<file path="src/sv/psrf_pkg.sv">
package psrf_pkg;

	localparam int ADDR_W = 32;
	localparam int CTR_W  = 32;

	localparam logic             KIND_CHECK   = 1'b0;
	localparam logic             KIND_CLEAR   = 1'b1;
	localparam logic [CTR_W-1:0] WINDOW_RESET = 32'd64;

	typedef struct packed {
		logic              kind;
		logic [ADDR_W-1:0] source_addr;
		logic [CTR_W-1:0]  seq_counter;
	} psrf_req_t;

	typedef struct packed {
		logic accepted;
		logic new_source;
		logic table_full;
		logic counter_advanced;
	} psrf_rsp_t;

	typedef enum logic [1:0] {
		ST_IDLE,
		ST_SCAN,
		ST_EVAL,
		ST_DONE
	} psrf_state_t;

endpackage

</file>
<file path="src/sv/psrf_ram.sv">
module psrf_ram #(
	parameter int WIDTH = 32,
	parameter int DEPTH = 16
) (
	input  logic                                      clk,
	input  logic                                      we,
	input  logic [((DEPTH > 1) ? $clog2(DEPTH) : 1)-1:0] waddr,
	input  logic [WIDTH-1:0]                          wdata,
	input  logic                                      re,
	input  logic [((DEPTH > 1) ? $clog2(DEPTH) : 1)-1:0] raddr,
	output logic [WIDTH-1:0]                          rdata
);

	logic [WIDTH-1:0] mem [DEPTH];

	always_ff @(posedge clk) begin
		if (we) begin
			mem[waddr] <= wdata;
		end
		if (re) begin
			rdata <= mem[raddr];
		end
	end

endmodule

</file>
<file path="src/sv/per_source_replay_filter.sv">
// Per-source anti-replay filter. Each request either checks a sender address and
// sequence counter against a table of up to SOURCES senders, or clears the table.
// The table lives in two single-port-read RAMs (addresses and highest counters),
// scanned one entry per cycle. A check reads the entries in order until one matches
// its address; a check whose address is not in the table is decided once the scan
// has run through all entries in use; a clear goes straight to its response.
// One request is in work at a time, and the next request is taken in the cycle after
// the response has moved into the output register. The response register lets a new
// request start while the previous response waits.
// replay_window is written through the cfg channel, which is always ready and is
// to be used only while no request is in work.
module per_source_replay_filter #(
	parameter int SOURCES = 16
) (
	input  logic                      clk,
	input  logic                      arst_n,
	input  logic                      in_valid,
	output logic                      in_ready,
	input  psrf_pkg::psrf_req_t       in_req,
	output logic                      out_valid,
	input  logic                      out_ready,
	output psrf_pkg::psrf_rsp_t       out_rsp,
	input  logic                      cfg_valid,
	output logic                      cfg_ready,
	input  logic [psrf_pkg::CTR_W-1:0] cfg_data
);

	import psrf_pkg::*;

	localparam int IDX_W  = (SOURCES > 1) ? $clog2(SOURCES) : 1;
	localparam int USED_W = $clog2(SOURCES + 1);
	localparam logic [USED_W-1:0] USED_MAX = USED_W'(SOURCES);

	psrf_state_t       state_q, state_d;
	logic [USED_W-1:0] used_q;
	logic [USED_W-1:0] idx_q;
	logic              pend_s1;
	logic [IDX_W-1:0]  slot_s1;
	logic [IDX_W-1:0]  slot_q;
	logic [ADDR_W-1:0] addr_q;
	logic [CTR_W-1:0]  cnt_q;
	logic [CTR_W-1:0]  last_q;
	logic [CTR_W-1:0]  window_q;
	psrf_rsp_t         res_q, res_d;
	psrf_rsp_t         out_rsp_q;
	logic              out_valid_q;

	logic [ADDR_W-1:0] tag_rdata;
	logic [CTR_W-1:0]  ctr_rdata;
	logic              tag_we, ctr_we;
	logic [IDX_W-1:0]  wr_idx;
	logic              issue, hit, reject, advance, out_free;
	logic [CTR_W-1:0]  lag;
	logic              res_load, used_inc, used_clr, scan_start, hit_take;

	assign in_ready  = (state_q == ST_IDLE);
	assign cfg_ready = 1'b1;
	assign out_valid = out_valid_q;
	assign out_rsp   = out_rsp_q;

	assign issue    = (state_q == ST_SCAN) && (idx_q < used_q);
	assign hit      = pend_s1 && (tag_rdata == addr_q);
	assign lag      = last_q - cnt_q;
	assign reject   = (cnt_q <= last_q) && (lag > window_q);
	assign advance  = cnt_q > last_q;
	assign out_free = !out_valid_q || out_ready;

	psrf_ram #(.WIDTH(ADDR_W), .DEPTH(SOURCES)) u_tag_ram (
		.clk   (clk),
		.we    (tag_we),
		.waddr (wr_idx),
		.wdata (addr_q),
		.re    (issue),
		.raddr (idx_q[IDX_W-1:0]),
		.rdata (tag_rdata)
	);

	psrf_ram #(.WIDTH(CTR_W), .DEPTH(SOURCES)) u_ctr_ram (
		.clk   (clk),
		.we    (ctr_we),
		.waddr (wr_idx),
		.wdata (cnt_q),
		.re    (issue),
		.raddr (idx_q[IDX_W-1:0]),
		.rdata (ctr_rdata)
	);

	always_comb begin
		state_d    = state_q;
		tag_we     = 1'b0;
		ctr_we     = 1'b0;
		wr_idx     = slot_q;
		res_load   = 1'b0;
		res_d      = '0;
		used_inc   = 1'b0;
		used_clr   = 1'b0;
		scan_start = 1'b0;
		hit_take   = 1'b0;
		unique case (state_q)
			ST_IDLE: begin
				if (in_valid) begin
					if (in_req.kind == KIND_CLEAR) begin
						used_clr = 1'b1;
						res_load = 1'b1;
						state_d  = ST_DONE;
					end else begin
						scan_start = 1'b1;
						state_d    = ST_SCAN;
					end
				end
			end
			ST_SCAN: begin
				if (hit) begin
					hit_take = 1'b1;
					state_d  = ST_EVAL;
				end else if (!issue && !pend_s1) begin
					// scan exhausted: append, or pass on a full table
					res_load       = 1'b1;
					state_d        = ST_DONE;
					res_d.accepted = 1'b1;
					if (used_q < USED_MAX) begin
						tag_we                 = 1'b1;
						ctr_we                 = 1'b1;
						wr_idx                 = used_q[IDX_W-1:0];
						used_inc               = 1'b1;
						res_d.new_source       = 1'b1;
						res_d.counter_advanced = (cnt_q != '0);
					end else begin
						res_d.table_full = 1'b1;
					end
				end
			end
			ST_EVAL: begin
				res_load       = 1'b1;
				state_d        = ST_DONE;
				res_d.accepted = !reject;
				if (!reject && advance) begin
					ctr_we                 = 1'b1;
					res_d.counter_advanced = 1'b1;
				end
			end
			ST_DONE: begin
				if (out_free) begin
					state_d = ST_IDLE;
				end
			end
			default: state_d = ST_IDLE;
		endcase
	end

	always_ff @(posedge clk or negedge arst_n) begin
		if (!arst_n) begin
			state_q     <= ST_IDLE;
			used_q      <= '0;
			idx_q       <= '0;
			pend_s1     <= 1'b0;
			window_q    <= WINDOW_RESET;
			out_valid_q <= 1'b0;
		end else begin
			state_q <= state_d;
			pend_s1 <= issue;
			if (cfg_valid) begin
				window_q <= cfg_data;
			end
			if (used_clr) begin
				used_q <= '0;
			end else if (used_inc) begin
				used_q <= used_q + 1'b1;
			end
			if (scan_start) begin
				idx_q <= '0;
			end else if (issue) begin
				idx_q <= idx_q + 1'b1;
			end
			if (state_q == ST_DONE && out_free) begin
				out_valid_q <= 1'b1;
			end else if (out_ready) begin
				out_valid_q <= 1'b0;
			end
		end
	end

	always_ff @(posedge clk) begin
		slot_s1 <= idx_q[IDX_W-1:0];
		if (scan_start) begin
			addr_q <= in_req.source_addr;
			cnt_q  <= in_req.seq_counter;
		end
		if (hit_take) begin
			slot_q <= slot_s1;
			last_q <= ctr_rdata;
		end
		if (res_load) begin
			res_q <= res_d;
		end
		if (state_q == ST_DONE && out_free) begin
			out_rsp_q <= res_q;
		end
	end

	a_used_bound: assert property (@(posedge clk) disable iff (!arst_n)
		used_q <= USED_MAX)
		else $error("fill count beyond table size");

	a_write_phase: assert property (@(posedge clk) disable iff (!arst_n)
		ctr_we |-> (state_q == ST_SCAN || state_q == ST_EVAL))
		else $error("table write outside scan or evaluate");

	a_rsp_source: assert property (@(posedge clk) disable iff (!arst_n)
		$rose(out_valid_q) |-> $past(state_q == ST_DONE))
		else $error("response raised without a finished request");

	a_new_not_rejected: assert property (@(posedge clk) disable iff (!arst_n)
		out_valid_q |-> !(out_rsp_q.new_source && !out_rsp_q.accepted))
		else $error("appended source rejected");

endmodule
</file>
<file path="config.mk">
export PLATFORM = sky130hd
export DESIGN_NAME = per_source_replay_filter
export DESIGN_NICKNAME = d
export VERILOG_FILES = /design/src/sv/psrf_pkg.sv /design/src/sv/psrf_ram.sv /design/src/sv/per_source_replay_filter.sv
export SDC_FILE = /design/constraint.sdc
export NUM_CORES = 1
export LEC_CHECK = 0
export BUFFER_PORTS_ARGS = -buffer_cell sky130_fd_sc_hd__buf_2
export CAP_MARGIN = 20
export CORE_MARGIN = 2
export CORE_UTILIZATION = 48
export DETAILED_ROUTE_END_ITERATION = 8
export GPL_TIMING_DRIVEN = 0
export HOLD_SLACK_MARGIN = 0.1
export SYNTH_ARGS = -nofsm -noshare
export SYNTH_HDL_FRONTEND = slang
export SYNTH_SLANG_ARGS = --single-unit
</file>
<file path="constraint.sdc">
create_clock -name clk -period 10.7 [get_ports clk]
set_clock_uncertainty 0.15 [all_clocks]
set_input_delay 1.605 -clock clk [delete_from_list [all_inputs] [get_ports clk]]
set_output_delay 1.605 -clock clk [all_outputs]
set_load 0.01 [all_outputs]
</file>
# == Word level (Yosys, flattened, before mapping) ==
# Memory sizes are Yosys's and may differ from the RTL's. A register that Yosys moved wholly into a read port is not among the register bits.
# Cells that the tools add are included.
# word_totals
reg_bits,158
ramBits,1024
inputBits,102
output_inout_bits,7
word_cells,99
n_memories,2
# classes
n_addsub,3
magnitude_cmp,5
eq_ne,7
muxes,43
n_bitwise,2
n_reduce_logical,18
# memory_table
name,depth,word_bits,read_ports,rd_ports_with_merged_regs,wr,line,rtl
u_ctr_ram.mem,16,32,1,1,1,psrf_ram.sv:14,logic [WIDTH-1:0] mem [DEPTH];
u_tag_ram.mem,16,32,1,1,1,psrf_ram.sv:14,
# ops
operator,n
32-bit greater-than comparator,2
32-bit == test,1
32-bit less-or-equal comparator,1
32-bit nonzero test,1
32-bit subtractor,1
4-bit two-way mux,6
1-bit two-way mux,23
5-bit two-way mux,4
5-bit by 1-bit adder with 5-bit output (second input constant),2
2-bit two-way mux,5
2-bit one-hot mux with 4 select lines,1
1-bit logical AND,6
1-bit one-hot mux with 2 select lines,3
2-bit nonzero test,3
5-bit less-than comparator,1
5-bit less-than comparator (second input constant),1
2-bit == test (second input constant),2
1-bit zero test,4
2-bit != test (second input constant),2
3-bit by 2-bit != test with 1-bit output (second input constant),1
1-bit one-hot mux with 3 select lines,1
3-bit AND reduction,1
3-bit OR reduction,1
2-bit by 1-bit == test with 1-bit output (second input constant),1
3 further kinds,4

# == Logic depth before layout (Yosys ltp) ==
# depth
word_depth,9
depth_mapped,20
mapped_depth_nobuf,20

# == By module ==
# A second synthesis with hierarchy kept.
# unflattened
cells_unflattened,2458
hier_area_um2,48855.6
# modules_own_cells
module,instances,cells_each,area_per_inst_um2,seq_area_each_um2
psrf_ram,2,838,20155.6,16335.7
per_source_replay_filter,1,782,8544.4,4475.5

# == Worst setup path after synthesis ==
# Ideal clock, no wire load.
# synth_timing
path_type,register -> register
from,reg cnt_q[4]
to,"mem u_ctr_ram.mem[0][0], enable pin"
setup_time_ns,0.466
arrival_ns,6.314
required_time_ns,10.084
setup_slack_ns,3.770
path_stages_with_launch,19
path_buffers,0
synth_period_minus_slack_ns,6.930
cell_sequence,edfxtp_1 -> inv_1 -> ha_1 -> a21o_1 -> and2_4 -> o21a_1 -> o31a_1 -> a31oi_4 -> a311oi_2 -> or4b_1 -> nand3_1 -> ha_1 -> a21o_1 -> a21o_1 -> a21oi_1 -> o21ai_0 -> o21ai_0 -> nand3_1 -> o21ai_0
# synth_via
elab_chain_cells,9
elab_cells_between_ends,11
classes_between,add/sub (1); order compare (3); mux (4); reduce/logical (3)
# synth_lines
item,line,rtl
"start, declared",per_source_replay_filter.sv:41,logic [CTR_W-1:0] cnt_q;
"start signal, assigned",per_source_replay_filter.sv:187,cnt_q <= in_req.seq_counter;
32-bit subtractor,per_source_replay_filter.sv:63,assign lag = last_q - cnt_q;
32-bit greater-than comparator,per_source_replay_filter.sv:64,assign reject = (cnt_q <= last_q) && (lag > window_q);
1-bit logical AND,per_source_replay_filter.sv:64,
1-bit zero test,per_source_replay_filter.sv:137,if (!reject && advance) begin
1-bit logical AND (*),per_source_replay_filter.sv:137,
1-bit two-way mux (*),per_source_replay_filter.sv:137,
1-bit one-hot mux with 2 select lines (*),per_source_replay_filter.sv:99,unique case (state_q)
1-bit two-way mux (*),psrf_ram.sv:17,if (we) begin
1-bit two-way mux (not written as such) (*),psrf_ram.sv:18,mem[waddr] <= wdata;
"end, declared",psrf_ram.sv:14,
# Mark *: on every way between the ends. The rest lies on a longest branch, timed or not.

# == Final worst setup path ==
# layout_timing
from,reg cnt_q[4]
to,"mem u_ctr_ram.mem[3][30], enable pin"
# Same word-level chain as after synthesis.

==> summary.md <==
| Metric | Value |
|---|---|
| Tmin final | 7593 ps |
| CTS resizes | 0 |
| WL per Instance | 29.68 µm |
| Critical R2R Launch | cnt_q[4] |
| # rows | 117 |
| Gp weighted congestion | 0.8410 |
| Synth area leaders | edfxtp_1 (73%), mux4_2 (15%), dfrtp_1 (2.3%) |
| Final hold vios | 0 |
| Cell taking the most area after synthesis | edfxtp_1 |
| Leak Pwr | 18.76 nW |
| CP max-delay cell | o21ai_4 |
| CP max FO | 18 |
| Post-synthesis instance total | 2309 |
| Most used DFF post-synth | edfxtp_1 |
| Post-route ant nets | 0 |
| Finished Layout Cells | 4123 |
| CP peak stage delay | 840 ps |
| Via count | 24458 |
| Clock Tree Root | clkbuf_16 |
| Register area share after synthesis | 75.89% |
| Ports | 109 |
| Crit-path leading delay family | compound AO/OA/AOI/OAI gates |
| Async SR Flop Fraction | 3.692% |
| PortBufs | 106 |
| Hold Crit Class | reg -> reg |
| Period utilization | 70.97% |
| Worst skew pair latency | 760 ps |
| Syn Nets | 2486 |
| Hold buffer count at cts | 0 |
| M1 GR Usage | 31.48% |
| Most common cell after layout, fill and taps aside | edfxtp_1 |
| Iteration-0 DRC Markers | 2436 |
| Max-slew headroom | 25.75% |
| Maximum VDD drop | 0.0001469 V |
| Initial Utilization | 48.25% |
| Vias in the first global route | 25280 |
| Clock transition at the registers of the reported paths | 60 ps |
| Hold Startpoint | slot_s1[1] |
| Sink Count | 1246 |
| Slew Viols, Final | 0 |
| Startpoint types | flip-flop |
| YS warnings | 0 |
| Grt met3 use | 3.775% |
| Setup crit start | cnt_q[4] |
| Largest net degree at the start of global routing | 49 |
| Share of the synthesized area in the top cell type | 73.37% |
| Outcome | complete, no violations |
| Setup ws final | 3107 ps |
| Power per cell area | 243.9 nW/µm² |
| Setup violators final | 0 |
| Total gr overflow | 0 |
| Global route hottest layer | met2 |
| Setup Buffers After CTS | 0 |
| HPWL after DPL | 82870 µm |
| Placed Cells | 3878 |
| First-pass DRT Iterations | 5 |
| CTS Buf Count | 132 |
| Post-synth EDFFs | 1196 |
| Max-Cap Viols | 0 |
| Number of synthesized register bits | 1246 |
| CP Cell Sequence | inv_1, ha_1, a21o_1, a21oi_1, o21ai_1, a311oi_2, a21oi_1, a2111oi_0, o21bai_1, xor2_1, ha_1, nand4_1, nor3_1, nand3_1, nor3_1, nor2_1, o21ai_0, nand3_1, o21ai_4, buf_16, buf_16 |
| Die width | 323.3 µm |
| Post-synth cell types | 71 |
| Die Area | 104600 µm² |
| Setup Crit Path Kind | reg -> reg |
| Max Freq | 131.7 MHz |
| Share of layout cells above drive strength 1 | 28.02% |
| Met2 usage | 41.88% |
| Crit path DAT | 7890 ps |
| Synth Cell Area | 48950 µm² |
| Layout Nets | 2828 |
| Total inserted antenna cells | 0 |
| Synth-to-layout area growth | 17.58% |
| Worst-margin pin slew | 1114 ps |
| Via density | 5.932 |
| CTS Buffer Depth | 3 |
| WL final | 122400 µm |
| Setup crit end kind | flip-flop |
| H-tree depth | 4 |
| Worst Path Required | 11000 ps |
| Total GRT Usage | 24.16% |
| RSZ-0062 raised after global routing | false |
| Die Height | 323.3 µm |
| Most frequent cells in the layout | edfxtp_1 (1196), mux4_2 (320), clkbuf_16 (133) |
| TritonCTS clock tree | built |
| Residual DRC | 0 |
| Initial antenna violation count | 0 |
| Global-route wire length before repair | 177100 µm |
| Floorplan Core Area | 101400 µm² |
| Fillers | 7412 |
| Pre-CTS WS | 3102 ps |
| Number of buffers and inverters on the critical path | 3 |
| Syn Area/Cell | 21.20 µm² |
per-layer routing:
layer | routed length, µm | vias up | part of all wire [%]
met5 | 0 | - | 0
met4 | 3241 | 0 | 2.6
met3 | 7031 | 191 | 5.7
met2 | 63800 | 918 | 52
met1 | 48320 | 13080 | 39
li1 | - | 10269 | -
state kept, by name (all words and copies together) (netlist names), 2 cells and up:
signal           count
res_q                4
u_tag_ram.rdata     32
cnt_q               32
idx_q                5
slot_s1              4
out_rsp              4
used_q               5
window_q            32
last_q              32
u_tag_ram.mem      512
state_q              2
u_ctr_ram.rdata     32
u_ctr_ram.mem      512
slot_q               4
addr_q              32
power breakdown:
group / switching, mW / internal, mW / leakage (nW)
Sequential: 0.209 / 5.93 / 11.4
Clock: 1.90 / 2.50 / 2.03
Combinational: 1.89 / 1.60 / 5.34
metrics by stage:
step                      area, µm²  hold slack (ps)  util (%)  TNS [ps]  total power, mW
after floorplan               48950            218.4         -         0            8.366
after global placement        51190            237.2     50.46   -157130            9.477
after detailed placement      53300            244.2     52.54         0            9.744
after CTS                     57470            258.1     56.65         0            14.14
after global routing          57560            258.6     56.74         0            14.56
final                         57560            259.5     56.74         0            14.04
worst register-to-register path, delay by kind of cell, from the launching register on:
kind                     cells  cell delay [ps]
XOR/XNOR                     1              170
AND/OR/NAND/NOR              6             1860
buffers and inverters        3              550
adder cells (fa/ha/maj)      2              690
flip-flops                   1              830
AO/OA/AOI/OAI                9             3020
layout make-up:
type | count | area, µm² | share of cell area [%]
clock inverters | 80 | 752.0 | 1.306
clock buffers | 158 | 3422 | 5.945
inverters | 81 | 304.0 | 0.5282
multi-input cells | 890 | 11460 | 19.90
well taps | 1368 | 1712 | 2.974
repair buffers | 208 | 2390 | 4.152
plain buffers | 92 | 375.4 | 0.6521
flip-flops and latches | 1246 | 37150 | 64.54
synth_stat cells, types with 3 or more instances:
library cell / instances
inv_1: 80
o211ai_1: 3
ha_1: 74
o21a_1: 4
dfrtp_1: 45
a21o_1: 21
nor2_1: 46
nor3_1: 21
clkbuf_1: 62
buf_1: 15
mux2i_1: 3
and2_1: 4
o22ai_1: 13
dfxtp_1: 4
o21ai_1: 4
buf_2: 13
a21boi_0: 4
nor2b_1: 5
a21oi_1: 41
nand3_1: 18
nand2b_1: 10
nand4_1: 24
nand2_1: 78
mux4_2: 320
or4_1: 5
and3_1: 4
o21ai_0: 56
xor2_1: 15
nor4_1: 12
xnor2_1: 51
edfxtp_1: 1196
a211oi_1: 6
worst paths after layout:
kind / end / cells past startpoint / slack [ps]
min in group asynchronous: idx_q[2] / 1 / 700
worst max register to register: u_ctr_ram.mem[3][30] / 21 / 3110
worst max-delay path: u_ctr_ram.mem[3][30] / 21 / 3110
max in group asynchronous: window_q[6] / 2 / 9080
worst min register to register: slot_q[1] / 0 / 260
worst min-delay path: slot_q[1] / 0 / 260
cell families (layout without fill, tap and decap cells):
family,after synthesis,in the layout,share of synthesized area (%)
adders and majority gates,75,75,1.932
AOI/OAI and AO/OA,184,184,2.413
other,1,1,0.007661
xor gates and xnor gates,66,66,1.181
muxes,324,324,14.81
buffers and inverters,173,619,1.383
DFF,1246,1246,75.89
and+or+nand+nor,240,240,2.390
(Power assumes the default switching activity.)
